==> src/rtl/core/delimited_lexer_token_classifier_macros.svh <==
// Assertion helpers for the lexer core.
`ifndef DELIMITED_LEXER_TOKEN_CLASSIFIER_MACROS_SVH
`define DELIMITED_LEXER_TOKEN_CLASSIFIER_MACROS_SVH

// Same-cycle implication, disabled during reset
`define DLX_ASSERT_NOW(label, clk, rst_n, ante, cons, msg) \
  label: assert property (@(posedge clk) disable iff (!rst_n) (ante) |-> (cons)) \
    else $error(msg);

// Next-cycle implication, disabled during reset
`define DLX_ASSERT_NEXT(label, clk, rst_n, ante, cons, msg) \
  label: assert property (@(posedge clk) disable iff (!rst_n) (ante) |=> (cons)) \
    else $error(msg);

`endif

==> src/rtl/core/dlx_pkg.sv <==
package dlx_pkg;

  localparam int unsigned MAX_TOKEN_LEN_DEF = 255;
  localparam int unsigned QUEUE_DEPTH_DEF   = 4;

  typedef enum logic [2:0] {
    CLS_KEYWORD = 3'd0,
    CLS_IDENT   = 3'd1,
    CLS_OPER    = 3'd2,
    CLS_SEP     = 3'd3,
    CLS_PAREN   = 3'd4,
    CLS_NUMBER  = 3'd5,
    CLS_OTHER   = 3'd6
  } tok_class_e;

  // Keyword lengths
  localparam logic [15:0] KW_IF_LEN    = 16'd2;
  localparam logic [15:0] KW_ELSE_LEN  = 16'd4;
  localparam logic [15:0] KW_WHILE_LEN = 16'd5;

  // One queue entry: up to two results caused by one input item
  typedef struct packed {
    logic       tok_vld;
    tok_class_e tok_class;
    logic [31:0] tok_start;
    logic [7:0] tok_len;
    logic       tok_sat;
    logic       sep_vld;
    logic [31:0] sep_start;
  } dlx_entry_t;

  function automatic logic is_space(input logic [7:0] c);
    return (c == 8'd32) || ((c >= 8'd9) && (c <= 8'd13));
  endfunction

  function automatic logic is_sep(input logic [7:0] c);
    return (c == ";") || (c == ",") || (c == "=");
  endfunction

  function automatic tok_class_e class_of_first(input logic [7:0] c);
    tok_class_e cls;
    if (((c >= "a") && (c <= "z")) || ((c >= "A") && (c <= "Z"))) begin
      cls = CLS_IDENT;
    end else if ((c == "+") || (c == "-") || (c == "*") || (c == "/")) begin
      cls = CLS_OPER;
    end else if ((c == "(") || (c == ")") || (c == "{") || (c == "}")) begin
      cls = CLS_PAREN;
    end else if ((c == ",") || (c == ";")) begin
      cls = CLS_SEP;
    end else if ((c >= "0") && (c <= "9")) begin
      cls = CLS_NUMBER;
    end else begin
      cls = CLS_OTHER;
    end
    return cls;
  endfunction

  // Per-byte keyword match: bit0 if, bit1 else, bit2 while
  function automatic logic [2:0] kw_match(input logic [15:0] p, input logic [7:0] c);
    logic [2:0] m;
    m[0] = ((p == 16'd0) && (c == "i")) || ((p == 16'd1) && (c == "f"));
    m[1] = ((p == 16'd0) && (c == "e")) || ((p == 16'd1) && (c == "l")) ||
           ((p == 16'd2) && (c == "s")) || ((p == 16'd3) && (c == "e"));
    m[2] = ((p == 16'd0) && (c == "w")) || ((p == 16'd1) && (c == "h")) ||
           ((p == 16'd2) && (c == "i")) || ((p == 16'd3) && (c == "l")) ||
           ((p == 16'd4) && (c == "e"));
    return m;
  endfunction

endpackage

==> src/rtl/core/dlx_front.sv <==
module dlx_front import dlx_pkg::*; #(
  parameter int unsigned MaxTokenLen = MAX_TOKEN_LEN_DEF
) (
  input  logic       clk_i,
  input  logic       rst_ni,
  input  logic       in_valid_i,
  output logic       in_ready_o,
  input  logic [7:0] text_byte_i,
  input  logic       flush_i,
  output logic       push_valid_o,
  input  logic       push_ready_i,
  output dlx_entry_t push_data_o
);

  localparam int unsigned LenW = $clog2(MaxTokenLen + 1);

  logic [31:0]     byte_pos_q, byte_pos_d;
  logic [LenW-1:0] pend_len_q, pend_len_d;
  logic [31:0]     pend_start_q, pend_start_d;
  tok_class_e      first_cls_q, first_cls_d;
  logic [2:0]      kw_flags_q, kw_flags_d;
  logic            ovf_q, ovf_d;

  logic        acc;
  logic        sp, sep, delim, has_pend, tok_emit, sep_emit;
  logic [15:0] len_ext;
  logic        is_kw;

  assign in_ready_o = push_ready_i;
  assign acc        = in_valid_i && push_ready_i;

  // Byte decode
  assign sp       = is_space(text_byte_i);
  assign sep      = is_sep(text_byte_i);
  assign delim    = !flush_i && (sp || sep);
  assign has_pend = (pend_len_q != '0);
  assign tok_emit = (flush_i || delim) && has_pend;
  assign sep_emit = !flush_i && sep;
  assign len_ext  = 16'(pend_len_q);

  // Token result from the pending state
  assign is_kw = (kw_flags_q[0] && (len_ext == KW_IF_LEN))   ||
                 (kw_flags_q[1] && (len_ext == KW_ELSE_LEN)) ||
                 (kw_flags_q[2] && (len_ext == KW_WHILE_LEN));

  always_comb begin
    push_data_o.tok_vld   = tok_emit;
    push_data_o.tok_class = is_kw ? CLS_KEYWORD : first_cls_q;
    push_data_o.tok_start = pend_start_q;
    push_data_o.tok_len   = (len_ext > 16'd255) ? 8'd255 : len_ext[7:0];
    push_data_o.tok_sat   = ovf_q || (len_ext > 16'd255);
    push_data_o.sep_vld   = sep_emit;
    push_data_o.sep_start = byte_pos_q;
  end

  assign push_valid_o = acc && (tok_emit || sep_emit);

  // Pending token and position update
  always_comb begin
    byte_pos_d   = byte_pos_q;
    pend_len_d   = pend_len_q;
    pend_start_d = pend_start_q;
    first_cls_d  = first_cls_q;
    kw_flags_d   = kw_flags_q;
    ovf_d        = ovf_q;
    if (acc) begin
      if (flush_i || delim) begin
        if (has_pend) begin
          pend_len_d   = '0;
          pend_start_d = '0;
          first_cls_d  = CLS_KEYWORD;
          kw_flags_d   = 3'b111;
          ovf_d        = 1'b0;
        end
        if (delim) begin
          byte_pos_d = byte_pos_q + 32'd1;
        end
      end else begin
        if (!has_pend) begin
          pend_start_d = byte_pos_q;
          first_cls_d  = class_of_first(text_byte_i);
        end
        kw_flags_d = kw_flags_q & kw_match(len_ext, text_byte_i);
        if (pend_len_q < LenW'(MaxTokenLen)) begin
          pend_len_d = pend_len_q + LenW'(1);
        end else begin
          ovf_d = 1'b1;
        end
        byte_pos_d = byte_pos_q + 32'd1;
      end
    end
  end

  always_ff @(posedge clk_i or negedge rst_ni) begin
    if (!rst_ni) begin
      byte_pos_q   <= '0;
      pend_len_q   <= '0;
      pend_start_q <= '0;
      first_cls_q  <= CLS_KEYWORD;
      kw_flags_q   <= 3'b111;
      ovf_q        <= 1'b0;
    end else begin
      byte_pos_q   <= byte_pos_d;
      pend_len_q   <= pend_len_d;
      pend_start_q <= pend_start_d;
      first_cls_q  <= first_cls_d;
      kw_flags_q   <= kw_flags_d;
      ovf_q        <= ovf_d;
    end
  end

endmodule

==> src/rtl/core/dlx_queue.sv <==
module dlx_queue import dlx_pkg::*; #(
  parameter int unsigned Depth = QUEUE_DEPTH_DEF
) (
  input  logic       clk_i,
  input  logic       rst_ni,
  input  logic       push_valid_i,
  output logic       push_ready_o,
  input  dlx_entry_t push_data_i,
  output logic       pop_valid_o,
  input  logic       pop_ready_i,
  output dlx_entry_t pop_data_o
);

  localparam int unsigned PtrW = (Depth > 1) ? $clog2(Depth) : 1;
  localparam int unsigned CntW = $clog2(Depth + 1);

  dlx_entry_t      mem_q [Depth];
  logic [PtrW-1:0] wr_ptr_q, wr_ptr_d, rd_ptr_q, rd_ptr_d;
  logic [CntW-1:0] cnt_q, cnt_d;
  logic            push, pop;

  assign push_ready_o = (cnt_q != CntW'(Depth));
  assign pop_valid_o  = (cnt_q != '0);
  assign push         = push_valid_i && push_ready_o;
  assign pop          = pop_valid_o && pop_ready_i;
  assign pop_data_o   = mem_q[rd_ptr_q];

  // Pointer and fill level
  always_comb begin
    wr_ptr_d = wr_ptr_q;
    rd_ptr_d = rd_ptr_q;
    cnt_d    = cnt_q;
    if (push) begin
      wr_ptr_d = (wr_ptr_q == PtrW'(Depth - 1)) ? '0 : wr_ptr_q + PtrW'(1);
    end
    if (pop) begin
      rd_ptr_d = (rd_ptr_q == PtrW'(Depth - 1)) ? '0 : rd_ptr_q + PtrW'(1);
    end
    if (push && !pop) begin
      cnt_d = cnt_q + CntW'(1);
    end else if (pop && !push) begin
      cnt_d = cnt_q - CntW'(1);
    end
  end

  always_ff @(posedge clk_i or negedge rst_ni) begin
    if (!rst_ni) begin
      wr_ptr_q <= '0;
      rd_ptr_q <= '0;
      cnt_q    <= '0;
    end else begin
      wr_ptr_q <= wr_ptr_d;
      rd_ptr_q <= rd_ptr_d;
      cnt_q    <= cnt_d;
    end
  end

  // Storage
  always_ff @(posedge clk_i) begin
    if (push) begin
      mem_q[wr_ptr_q] <= push_data_i;
    end
  end

endmodule

==> src/rtl/core/dlx_back.sv <==
module dlx_back import dlx_pkg::*; (
  input  logic        clk_i,
  input  logic        rst_ni,
  input  logic        pop_valid_i,
  output logic        pop_ready_o,
  input  dlx_entry_t  pop_data_i,
  output logic        out_valid_o,
  input  logic        out_ready_i,
  output logic [2:0]  token_class_o,
  output logic [31:0] token_start_o,
  output logic [7:0]  token_length_o,
  output logic        length_saturated_o,
  output logic        last_of_run_o
);

  dlx_entry_t ent_q, ent_d;
  logic       ent_vld_q, ent_vld_d;
  logic       phase_q, phase_d;
  logic       show_tok, both, xfer, done, load;

  assign show_tok = ent_q.tok_vld && !phase_q;
  assign both     = ent_q.tok_vld && ent_q.sep_vld;
  assign xfer     = ent_vld_q && out_ready_i;
  assign done     = xfer && !(both && !phase_q);
  assign load     = pop_valid_i && pop_ready_o;

  assign pop_ready_o = !ent_vld_q || done;

  // Result select: token first, separator after it
  assign out_valid_o        = ent_vld_q;
  assign token_class_o      = show_tok ? ent_q.tok_class : CLS_SEP;
  assign token_start_o      = show_tok ? ent_q.tok_start : ent_q.sep_start;
  assign token_length_o     = show_tok ? ent_q.tok_len : 8'd1;
  assign length_saturated_o = show_tok && ent_q.tok_sat;
  assign last_of_run_o      = show_tok ? !ent_q.sep_vld : 1'b1;

  always_comb begin
    ent_d     = ent_q;
    ent_vld_d = ent_vld_q;
    phase_d   = phase_q;
    if (load) begin
      ent_d     = pop_data_i;
      ent_vld_d = 1'b1;
      phase_d   = 1'b0;
    end else if (done) begin
      ent_vld_d = 1'b0;
      phase_d   = 1'b0;
    end else if (xfer) begin
      phase_d = 1'b1;
    end
  end

  always_ff @(posedge clk_i or negedge rst_ni) begin
    if (!rst_ni) begin
      ent_vld_q <= 1'b0;
      phase_q   <= 1'b0;
    end else begin
      ent_vld_q <= ent_vld_d;
      phase_q   <= phase_d;
    end
  end

  always_ff @(posedge clk_i) begin
    ent_q <= ent_d;
  end

endmodule

==> src/rtl/core/delimited_lexer_token_classifier.sv <==
// Byte-stream lexer: takes one text byte (or an end-of-text flush) per transfer and
// reports each finished token by class, start offset and length, followed by a
// separator result for every ';', ',' or '='. Input transfers are taken one per
// cycle while the queue has room; results leave one per cycle while out_ready_i is
// high, so an item that closes a token on a separator yields two results. The
// classifier and the output stage are decoupled by a queue of QueueDepth entries,
// each holding all results of one item; in_ready_o drops only while it is full.
// A result is stored in the queue, then in the output register, before it shows.
`include "delimited_lexer_token_classifier_macros.svh"

module delimited_lexer_token_classifier import dlx_pkg::*; #(
  parameter int unsigned MaxTokenLen = MAX_TOKEN_LEN_DEF,
  parameter int unsigned QueueDepth  = QUEUE_DEPTH_DEF
) (
  input  logic        clk_i,
  input  logic        rst_ni,
  input  logic        in_valid_i,
  output logic        in_ready_o,
  input  logic [7:0]  text_byte_i,
  input  logic        flush_i,
  output logic        out_valid_o,
  input  logic        out_ready_i,
  output logic [2:0]  token_class_o,
  output logic [31:0] token_start_o,
  output logic [7:0]  token_length_o,
  output logic        length_saturated_o,
  output logic        last_of_run_o
);

  logic       push_valid, push_ready, pop_valid, pop_ready;
  dlx_entry_t push_data, pop_data;

  // Classifier
  dlx_front #(
    .MaxTokenLen(MaxTokenLen)
  ) u_front (
    .clk_i       (clk_i),
    .rst_ni      (rst_ni),
    .in_valid_i  (in_valid_i),
    .in_ready_o  (in_ready_o),
    .text_byte_i (text_byte_i),
    .flush_i     (flush_i),
    .push_valid_o(push_valid),
    .push_ready_i(push_ready),
    .push_data_o (push_data)
  );

  // Decoupling queue
  dlx_queue #(
    .Depth(QueueDepth)
  ) u_queue (
    .clk_i       (clk_i),
    .rst_ni      (rst_ni),
    .push_valid_i(push_valid),
    .push_ready_o(push_ready),
    .push_data_i (push_data),
    .pop_valid_o (pop_valid),
    .pop_ready_i (pop_ready),
    .pop_data_o  (pop_data)
  );

  // Result sequencer
  dlx_back u_back (
    .clk_i             (clk_i),
    .rst_ni            (rst_ni),
    .pop_valid_i       (pop_valid),
    .pop_ready_o       (pop_ready),
    .pop_data_i        (pop_data),
    .out_valid_o       (out_valid_o),
    .out_ready_i       (out_ready_i),
    .token_class_o     (token_class_o),
    .token_start_o     (token_start_o),
    .token_length_o    (token_length_o),
    .length_saturated_o(length_saturated_o),
    .last_of_run_o     (last_of_run_o)
  );

  // Checks
  `DLX_ASSERT_NOW(a_sep_shape, clk_i, rst_ni, out_valid_o && (token_class_o == CLS_SEP), (token_length_o == 8'd1) && !length_saturated_o && last_of_run_o, "separator result malformed")
  `DLX_ASSERT_NEXT(a_second_follows, clk_i, rst_ni, out_valid_o && out_ready_i && !last_of_run_o, out_valid_o && (token_class_o == CLS_SEP), "separator missing after token")
  `DLX_ASSERT_NOW(a_len_nonzero, clk_i, rst_ni, out_valid_o, token_length_o != 8'd0, "zero length result")
  `DLX_ASSERT_NOW(a_full_has_data, clk_i, rst_ni, !push_ready, pop_valid, "queue full yet empty")

endmodule

==> config.mk <==
export PLATFORM = sky130hd
export DESIGN_NAME = delimited_lexer_token_classifier
export DESIGN_NICKNAME = d
export VERILOG_FILES = /design/src/rtl/core/dlx_pkg.sv /design/src/rtl/core/dlx_front.sv /design/src/rtl/core/dlx_queue.sv /design/src/rtl/core/dlx_back.sv /design/src/rtl/core/delimited_lexer_token_classifier.sv
export VERILOG_INCLUDE_DIRS = /design/src /design/src/rtl/core
export SDC_FILE = /design/constraint.sdc
export NUM_CORES = 1
export LEC_CHECK = 0
export BUFFER_PORTS_ARGS = -buffer_cell sky130_fd_sc_hd__buf_2
export CAP_MARGIN = 5
export CORE_MARGIN = 2
export CORE_UTILIZATION = 50
export DETAILED_ROUTE_END_ITERATION = 8
export HOLD_SLACK_MARGIN = 0.08
export PLACE_DENSITY = 0.74
export SYNTH_ARGS = -nofsm -noshare
export SYNTH_HDL_FRONTEND = slang
export SYNTH_SLANG_ARGS = --single-unit
export TNS_END_PERCENT = 20
==> constraint.sdc <==
create_clock -name clk_i -period 9.3 [get_ports clk_i]
set_input_delay 0.93 -clock clk_i [delete_from_list [all_inputs] [get_ports clk_i]]
set_output_delay 0.93 -clock clk_i [all_outputs]
set_load 0.1 [all_outputs]
==> metrics.cfg, run 1 <==
[status]
outcome = completed

[hold_path]
hold_path_class = in2async

[critical_path]
path_class = in2reg
crit_required_ns = 9.47
cp-end-kind = flip-flop
start_kind = input pin
crit_arrival_ns = 4.19
path_max_fanout = 50

[layout]
multiInputGateArea_um2 = 4400
nets = 1176
layout.area.seq_um2 = 13900
fillers = 2753
utilization = 0.570
area_growth_syn_to_layout_pct = 12.4
stdcell_count = 1654
n_antenna_cell = 0
drive_gt1_frac = 0.203

[synthesis]
syn-instance-count = 1079
synth_nets = 1106
yosys.cell_types.count = 63
synth_edf_count = 390
synth_area_leaders = edfxtp_1, dfrtp_1, mux4_2
synth_top_area_cell = edfxtp_1
ys_ff_latch = 478
async_flop_share = 0.184
yosys-top-cells-count = edfxtp_1, nand2_1, dfrtp_1, mux4_2, o21ai_0
synth_top_area_frac = 0.630
ys.warnings.count = 0
synthFlopType = edfxtp_1
synth.most_common_cell = edfxtp_1
avgSynthCellArea_um2 = 17.2
seq_area_frac_synth = 0.749
synth.cell_area_um2 = 18600

[floorplanning]
core_area_um2 = 36600
die_y_um = 197
ios = 60
chipWidth_um = 197
rows = 70
floorplan.initialDensity = 0.507
dieArea_um2 = 38700

[sta]
hold_viol = 0
rsz0062_at_grt = false
finalCriticalPeriod_ns = 4.02
fin_skew_ns = 0.0272
tns_ns = 0
slew-limit-headroom = 0.253
fmax_ghz = 0.249
worst_slew_pin_slew_ns = 1.12
layout_setup_ws_ns = 5.28
finalCritPeriodShare = 0.432
report.final.setup_viol = 0
slew_violations = 0
timing.hold.ws_ns = 0.261

[global_routing]
antenna_found_initial = 0
first_global_vias = 9572
grt_pass1_wl_mm = 53.8
grt_max_degree = 82
overflow = 0
grtUsageTotal = 0.182

[detailed_routing]
remaining_drc_errors = 0
routed_wl_mm = 33.9
avgViaCountPerCell = 5.65
wl_per_cell_um = 20.5
first_pass_iters = 5
drt-initial-drc-count = 790
vias = 9338
ant_nets = 0

[job]
maxCapViolCount = 0

[clocking]
clock_sinks = 478
cts_buffers = 46
cts.clk_slew.worst_paths_ns = 0.06
cts_buffer_depth = 3
clk_latency_ns = 0.55
cts_root_buffer = clkbuf_16
cts_tree = done
postCtsSetupBuffers = 0
cts-hold-fix-buffers = 0
cts_max_level = 2
cts.repair.resized = 0

[placement]
placed_cells = 1569
dpl_worst_slack_ns = 4.76
portBuffers = 59
dp.final_hpwl_mm = 18.9
place.gp.congestion = 0.823

[power_and_ir_drop]
irDropWorstVdd_uv = 231
p_leak_uw = 0.00741
power_density_nw_per_um2 = 356

[final cells by class]
cell class              count  area share
clock buffers              69      0.0651
flip-flops and latches    478       0.667
inverters                  15     0.00270
well taps                 468      0.0280
multi-input cells         538       0.211
repair buffers             70      0.0182
clock inverters            16     0.00857
[critical path: stages]
cell and delay [ns]:
buf_2 0.18, nor4_1 0.45, a31oi_1 0.16, o211ai_1 0.12, buf_4 0.51, ha_1 0.37
nand2_4 0.07, o31ai_4 0.11, and2_4 0.50, buf_4 0.69
[routing by layer]
metal,track usage,part of all wire,up-vias,wire length (um)
li1,-,-,4269,-
met1,0.246,0.42,4787,14400
met2,0.307,0.51,230,17300
met3,0.0284,0.042,52,1420
met4,0.0565,0.022,0,761
met5,0,0,-,0
[report_power, final]
group / total (uW) / internal [uW] / switching [uW]
combinational: 2520 / 621 / 1900
sequential: 3050 / 2830 / 225
clock: 1850 / 1120 / 734
total: 7430 / 4570 / 2860
[worst paths after layout]
path / from / to / slack [ns] / depth (start not counted)
setup / recovery: text_byte_i[0] / u_queue.mem_q[0][34]$_DFFE_PP_ / 5.28 / 10
hold / removal: rst_ni / u_front.pend_start_q[14]$_DFFE_PN0P_ / 0.26 / 1
setup reg to reg: u_front.pend_len_q[0]$_DFFE_PN0P_ / u_queue.mem_q[0][34]$_DFFE_PP_ / 5.92 / 8
hold reg to reg: u_front.kw_flags_q[0]$_DFFE_PN1P_ / u_front.kw_flags_q[0]$_DFFE_PN1P_ / 0.47 / 2
max in group asynchronous: rst_ni / u_queue.rd_ptr_q[1]$_DFFE_PN0P_ / 7.69 / 2
min in group clk_i: u_front.kw_flags_q[0]$_DFFE_PN1P_ / u_front.kw_flags_q[0]$_DFFE_PN1P_ / 0.47 / 2
[stage by stage]
stage               total power (uW)  area (um^2)
finish                          7430        20900
global route                    7740        20900
CTS                             7510        20900
detailed placement              5660        19300
global placement                5610        19300
floorplan                       5130        18600
[registers in the layout, summed over array words and instances, names as in the netlist, 2 cells and up]
register,cells
u_queue.wr_ptr_q,2
u_queue.cnt_q,3
u_front.byte_pos_q,32
u_queue.mem_q,312
u_front.kw_flags_q,3
u_queue.rd_ptr_q,2
u_front.pend_len_q,8
u_front.first_cls_q,3
u_back.ent_q,78
u_front.pend_start_q,32
[cell usage in the layout (no fill, tap or decap), drive strengths merged, types with 16 or more instances in the layout]
cell	instances
edfxtp	390
buf	70
clkbuf	69
nand2	196
dfrtp	85
mux4	78
and2	18
o21ai	37
nand3	17
nor2	24
inv	16
xnor2	20
[kinds of logic (layout without fill, tap and decap cells)]
kind of cell | after synthesis | count (layout) | synth area share
xor gates and xnor gates | 35 | 35 | 0.0165
AOI/OAI and AO/OA | 83 | 83 | 0.0282
adders and majority gates | 14 | 14 | 0.00983
and+or+nand+nor | 319 | 319 | 0.0805
DFF | 478 | 478 | 0.749
muxes | 87 | 87 | 0.0998
buffers and inverters | 63 | 170 | 0.0161
No activity file was read; power rests on OpenSTA's default activity.
==> run 2: changes to the inputs <==
==> constraint.sdc (replaced) <==
create_clock -name clk_i -period 4.05 [get_ports clk_i]
set_input_delay 0.405 -clock clk_i [delete_from_list [all_inputs] [get_ports clk_i]]
set_output_delay 0.405 -clock clk_i [all_outputs]
set_load 0.1 [all_outputs]
==> metrics.cfg, run 2 (same netlist as run 1, synthesis figures left out) <==
[status]
outcome = completed

[critical_path]
worst-r2r-cell-count = 8  ; unchanged
ff2ff_setup_slack_ns = 1.07  ; -4.85 ns
slowest_stage = dfrtp_1
crit_start = u_front.pend_len_q[1]$_DFFE_PN0P_
path_buf_inv = 2  ; -1
crit_required_ns = 4.25  ; -5.22 ns
timing.rr.end = u_queue.mem_q[0][71]$_DFFE_PP_
cp_top_family = simple AND/OR/NAND/NOR gates
path_class = reg2reg
cp_common_cell = ha_1
cpPeakStageDelay_ns = 0.58  ; -0.11 ns
r2r_start = u_front.pend_len_q[1]$_DFFE_PN0P_
path_max_fanout = 29  ; -42%
cp-end-kind = flip-flop
crit_arrival_ns = 3.18  ; -1.01 ns
start_kind = flip-flop
crit_chain = inv_1 > ha_1 > nand4b_1 > ha_1 > nand2_4 > o31ai_4 > and2_4 > buf_4

[sta]
finalCritPeriodShare = 0.735
report.final.setup_viol = 0  ; unchanged
worst_slew_pin_slew_ns = 1.12  ; +0.00326 ns
finalCriticalPeriod_ns = 2.98
hold_viol = 0  ; unchanged
fin_skew_ns = 0.0157  ; -0.0116 ns
slew_violations = 0  ; unchanged
timing.hold.ws_ns = 0.296  ; +0.0354 ns
fmax_ghz = 0.336
rsz0062_at_grt = false
slew-limit-headroom = 0.251  ; -0.00217

[power_and_ir_drop]
switching_share = 0.392  ; +0.00665
total_power_uw = 16900  ; +130%
p_switching_uw = 6620  ; +130%
p_leak_uw = 0.00740  ; -0.16%
power.internal_uw = 10300  ; +130%
p_comb_frac = 0.344  ; +0.005
pwr-share-seq = 0.418  ; +0.007
irDropWorstVdd_uv = 600  ; +160%
power_density_nw_per_um2 = 810  ; +130%
clkPwrFrac = 0.238  ; -0.012

[layout]
final_common_cell = edfxtp_1
fillers = 2715  ; -1.4%
area_growth_syn_to_layout_pct = 12.3  ; about the same
layout_common_cells = edfxtp_1, nand2_1, dfrtp_1
nets = 1181  ; +0.43%
top_register = u_queue.mem_q
largest_reg_flops = 312  ; unchanged
drive_gt1_frac = 0.207  ; +0.00387
reg_top3 = u_queue.mem_q x312, u_back.ent_q x78
n_antenna_cell = 0  ; unchanged
utilization = 0.570  ; about the same

[detailed_routing]
drt-initial-drc-count = 765  ; -3.2%
wl_per_cell_um = 20.8  ; +1.7%
routed_wl_mm = 34.5  ; +1.9%
ant_nets = 0  ; unchanged
vias = 9403  ; +0.70%
first_pass_iters = 5  ; unchanged
avgViaCountPerCell = 5.68  ; +0.57%
remaining_drc_errors = 0  ; unchanged

[global_routing]
first_global_vias = 9721  ; +1.6%
overflow = 0  ; unchanged
grt_pass1_wl_mm = 54.9  ; +1.9%
antenna_found_initial = 0  ; unchanged
grtUsageTotal = 0.184  ; +0.00286
grt_max_degree = 81  ; -1.2%

[floorplanning]
chipWidth_um = 197  ; unchanged
ios = 60  ; unchanged
dieArea_um2 = 38700  ; unchanged
floorplan.initialDensity = 0.507  ; unchanged
die_y_um = 197  ; unchanged
core_area_um2 = 36600  ; unchanged
rows = 70  ; unchanged

[clocking]
cts.repair.resized = 0  ; unchanged
clock_sinks = 478  ; unchanged
cts_tree = done
cts_root_buffer = clkbuf_16
cts_max_level = 2  ; unchanged
postCtsSetupBuffers = 0  ; unchanged
cts_buffer_depth = 3  ; unchanged
cts_buffers = 44  ; -4.3%
cts.clk_slew.worst_paths_ns = 0.06  ; about the same
clk_latency_ns = 0.53  ; -0.02 ns
cts-hold-fix-buffers = 1  ; +1

[hold_path]
hold_path_class = in2reg
hold_path.startpoint = out_ready_i
min_path_cells = 4
min_delay_worst_endpoint = u_back.out_valid_o$_DFFE_PN0N_

[placement]
portBuffers = 59  ; unchanged
place.gp.congestion = 0.863  ; +4.8%
dp.final_hpwl_mm = 19.7  ; +4.3%

[job]
maxCapViolCount = 0  ; unchanged

==> run 2: cell count changes in the layout (fill, tap and decap cells not counted), moves of 2 or more <==
cell / previous run / this run
clkbuf_1: 13 / 6
clkbuf_16: 48 / 45
clkbuf_8: 8 / 2
clkinv_1: 4 / 8
clkinv_2: 7 / 13
clkinvlp_4: 0 / 2
buf_12: 0 / 5
==> run 2: how the worst max path moves through the flow <==
stage / to / slack [ns] / cells after the start
after floorplan: u_queue.mem_q[1][0]$_DFFE_PP_ / -0.03 / 9
after global placement: u_queue.mem_q[0][33]$_DFFE_PP_ / 1.03 / 9
after detailed placement: u_queue.mem_q[0][33]$_DFFE_PP_ / 0.93 / 9
after CTS: token_start_o[30] / 1.02 / 6
after global routing: u_queue.mem_q[0][69]$_DFFE_PP_ / 0.85 / 8
final: u_queue.mem_q[0][71]$_DFFE_PP_ / 1.07 / 8
==> run 2: power by group through the flow <==
stage | clock network [uW] | logic (uW) | registers, uW
2_1_floorplan | 0 | 4910 | 6850
3_3_place_gp | 0 | 5840 | 7130
3_5_place_dp | 0 | 5900 | 7180
4_1_cts | 4090 | 5920 | 7080
5_1_grt | 4260 | 6160 | 7180
6_report | 4020 | 5810 | 7070
==> run 2: per-layer routing <==
metal / vias up / share of wire / GRT usage
met3: 61 / 0.050 / 0.0267
met4: 0 / 0.020 / 0.0482
li1: 4247 / - / -
met1: 4818 / 0.42 / 0.252
met5: - / 0 / 0
met2: 277 / 0.51 / 0.315
==> run 2: per-stage QoR <==
stage | setup slack [ns] | cell area [um^2] | TNS [ns] | instances
2_1_floorplan | -0.0326 | 18600 | -10.16 | 1079
3_3_place_gp | 1.03 | 19500 | 0 | 1575
3_5_place_dp | 0.934 | 19500 | 0 | 1575
4_1_cts | 1.02 | 20900 | 0 | 1656
5_1_grt | 0.848 | 20900 | 0 | 1656
6_report | 1.07 | 20900 | 0 | 1656
==> run 2: final cells by class <==
class	count	area [um^2]	area share
tap	468	586	0.0281
clock inverter	27	230	0.0110
multi-input combinational	538	4400	0.211
inverter	15	56.3	0.00270
sequential	478	13900	0.667
clock buffer	53	1180	0.0564
timing repair buffer	77	498	0.0239
==> run 2: tightest hold or removal path, cell delays in order <==
cell,delay [ns]
buf_2,0.13
nand2_1,0.11
nand2_1,0.08
nand2_1,0.05
==> run 3: changes to the inputs <==
--- a/config.mk
+++ b/config.mk
@@ -12,7 +12,7 @@
 export CORE_UTILIZATION = 50
 export DETAILED_ROUTE_END_ITERATION = 8
 export HOLD_SLACK_MARGIN = 0.08
-export PLACE_DENSITY = 0.74
+export PLACE_DENSITY = 0.77
 export SYNTH_ARGS = -nofsm -noshare
 export SYNTH_HDL_FRONTEND = slang
 export SYNTH_SLANG_ARGS = --single-unit
==> constraint.sdc (replaced) <==
create_clock -name clk_i -period 2.4 [get_ports clk_i]
set_input_delay 0.24 -clock clk_i [delete_from_list [all_inputs] [get_ports clk_i]]
set_output_delay 0.24 -clock clk_i [all_outputs]
set_load 0.1 [all_outputs]
==> metrics.cfg, run 3 (same netlist as run 1, synthesis figures left out) <==
[detailed_routing]
first_pass_iters = 5  ; unchanged
remaining_drc_errors = 0  ; unchanged
avgViaCountPerCell = 5.71  ; +0.56%
wl_per_cell_um = 21.3  ; +2.3%
vias = 9838  ; +4.6%
routed_wl_mm = 36.7  ; +6.5%
ant_nets = 0  ; unchanged
drt-initial-drc-count = 837  ; +9.4%

[floorplanning]
die_y_um = 197  ; unchanged
core_area_um2 = 36600  ; unchanged
rows = 70  ; unchanged
floorplan.initialDensity = 0.507  ; unchanged
ios = 60  ; unchanged
chipWidth_um = 197  ; unchanged
dieArea_um2 = 38700  ; unchanged

[layout]
n_antenna_cell = 0  ; unchanged
top_register = u_queue.mem_q
utilization = 0.609  ; +0.0393
largest_reg_flops = 312  ; unchanged
layout_common_cells = edfxtp_1, nand2_1, dfrtp_1
final_common_cell = edfxtp_1
fillers = 2527  ; -6.9%
drive_gt1_frac = 0.254  ; +0.0471
reg_top3 = u_queue.mem_q x312, u_back.ent_q x78
area_growth_syn_to_layout_pct = 20.1
nets = 1244  ; +5.3%

[clocking]
cts_root_buffer = clkbuf_16
clk_latency_ns = 0.55  ; +0.02 ns
clock_sinks = 478  ; unchanged
postCtsSetupBuffers = 0  ; unchanged
cts_max_level = 2  ; unchanged
cts.clk_slew.worst_paths_ns = 0.06  ; about the same
cts_buffers = 46  ; +4.5%
cts_buffer_depth = 3  ; unchanged
cts_tree = done

[critical_path]
path_max_fanout = 8  ; -72%
crit_arrival_ns = 2.70  ; -0.48 ns
path_class = reg2reg
cp-end-kind = flip-flop
start_kind = flip-flop
crit_required_ns = 2.83  ; -1.42 ns

[global_routing]
overflow = 0  ; unchanged
first_global_vias = 10377  ; +6.7%
grtUsageTotal = 0.197  ; +0.0129
grt_pass1_wl_mm = 58.3  ; +6.3%
antenna_found_initial = 0  ; unchanged
grt_max_degree = 81  ; unchanged

[sta]
slew-limit-headroom = 0.559  ; +0.308
report.final.setup_viol = 0  ; unchanged
rsz0062_at_grt = false
finalCriticalPeriod_ns = 2.27  ; -0.703 ns
fin_skew_ns = 0.0135  ; -0.00214 ns
hold_viol = 0  ; unchanged
fmax_ghz = 0.440  ; +31%
finalCritPeriodShare = 0.947  ; +0.212
worst_slew_pin_slew_ns = 0.662  ; -0.461 ns
slew_violations = 0  ; unchanged

[power_and_ir_drop]
p_switching_uw = 11700  ; +76%
power.internal_uw = 19900  ; +94%
total_power_uw = 31600  ; +87%
irDropWorstVdd_uv = 880  ; +47%
switching_share = 0.369  ; -0.0223
pwr-share-seq = 0.369  ; -0.049
clkPwrFrac = 0.236  ; -0.002
power_density_nw_per_um2 = 1420  ; +75%
p_leak_uw = 0.00805  ; +8.8%
p_comb_frac = 0.394  ; +0.050

[placement]
portBuffers = 59  ; unchanged
dp.final_hpwl_mm = 21.3  ; +8.2%
place.gp.congestion = 0.881  ; +2.1%

[status]
outcome = completed

[job]
maxCapViolCount = 0  ; unchanged

[hold_path]
hold_path_class = in2reg

run 3: changes by cell type in the layout (fill, tap and decap cells not counted), sizes merged:
cell,change
inv,+1
bufinv,+1
dlygate4sd3,+1
clkinvlp,-1
clkinv,-8
clkbuf,+13
buf,+60
run 3: worst paths after layout:
| kind | cells after the start | end | slack (ns) | from |
|---|---|---|---|---|
| worst max-delay path | 8 | u_queue.cnt_q[1]$_DFFE_PN0P_ | 0.13 | u_queue.cnt_q[1]$_DFFE_PN0P_ |
| worst min-delay path | 2 | u_queue.mem_q[0][32]$_DFFE_PP_ | 0.12 | flush_i |
| worst max register to register | 8 | u_queue.cnt_q[1]$_DFFE_PN0P_ | 0.13 | u_queue.cnt_q[1]$_DFFE_PN0P_ |
| worst min register to register | 2 | u_front.kw_flags_q[0]$_DFFE_PN1P_ | 0.47 | u_front.kw_flags_q[0]$_DFFE_PN1P_ |
| max in group asynchronous | 3 | u_front.kw_flags_q[0]$_DFFE_PN1P_ | 1.46 | rst_ni |
| min in group asynchronous | 2 | u_front.pend_start_q[5]$_DFFE_PN0P_ | 0.24 | rst_ni |
run 3: layer usage:
layer | GRT usage | share of wire
met1 | 0.256 | 0.40
met2 | 0.347 | 0.53
met3 | 0.0306 | 0.049
met4 | 0.0579 | 0.021
met5 | 0 | 0
run 3: repair_timing:
action | CTS | global route
pin swaps | 0 | 0
hold buffers | 2 | 0
endpoints found under the hold margin | 38 | 0
gates resized for setup | 9 | 4
setup endpoints to repair | 27 | 3
run 3: power groups by stage:
stage | logic, uW | registers (uW) | clock network (uW)
after global routing | 13100 | 11800 | 7890
after detailed placement | 12500 | 11800 | 0
final | 12500 | 11700 | 7480
after global placement | 12400 | 11700 | 0
after CTS | 12600 | 11700 | 7600
after floorplan | 8340 | 11500 | 0
run 3: worst max-delay path, stage by stage, from the launching register on:
cell and delay (ns):
dfrtp_1 0.41, or3b_1 0.46, and2_4 0.24, nand2_4 0.08
o31ai_4 0.06, ha_2 0.18, inv_2 0.05, fa_1 0.40
mux2_2 0.26
run 3: layout make-up:
type / instances / area [um^2] / share of cell area
clock buffer: 66 / 1380 / 0.0619
clock inverter: 20 / 234 / 0.0105
inverter: 15 / 56.3 / 0.00252
multi-input combinational: 538 / 4430 / 0.198
sequential: 478 / 13900 / 0.624
tap: 468 / 586 / 0.0263
timing repair buffer: 138 / 1700 / 0.0762
run 3: metrics by stage:
step	setup slack (ns)	TNS [ns]	instance area [um^2]	hold slack (ns)	cells
after floorplan	-1.08	-236.35	18600	-0.0556	1079
after global placement	-0.134	-0.240	20600	0.286	1635
after detailed placement	-0.184	-0.610	20600	0.284	1635
after CTS	0.0179	0	22300	0.107	1723
after global routing	0.00627	0	22300	0.128	1723
final	0.127	0	22300	0.125	1723
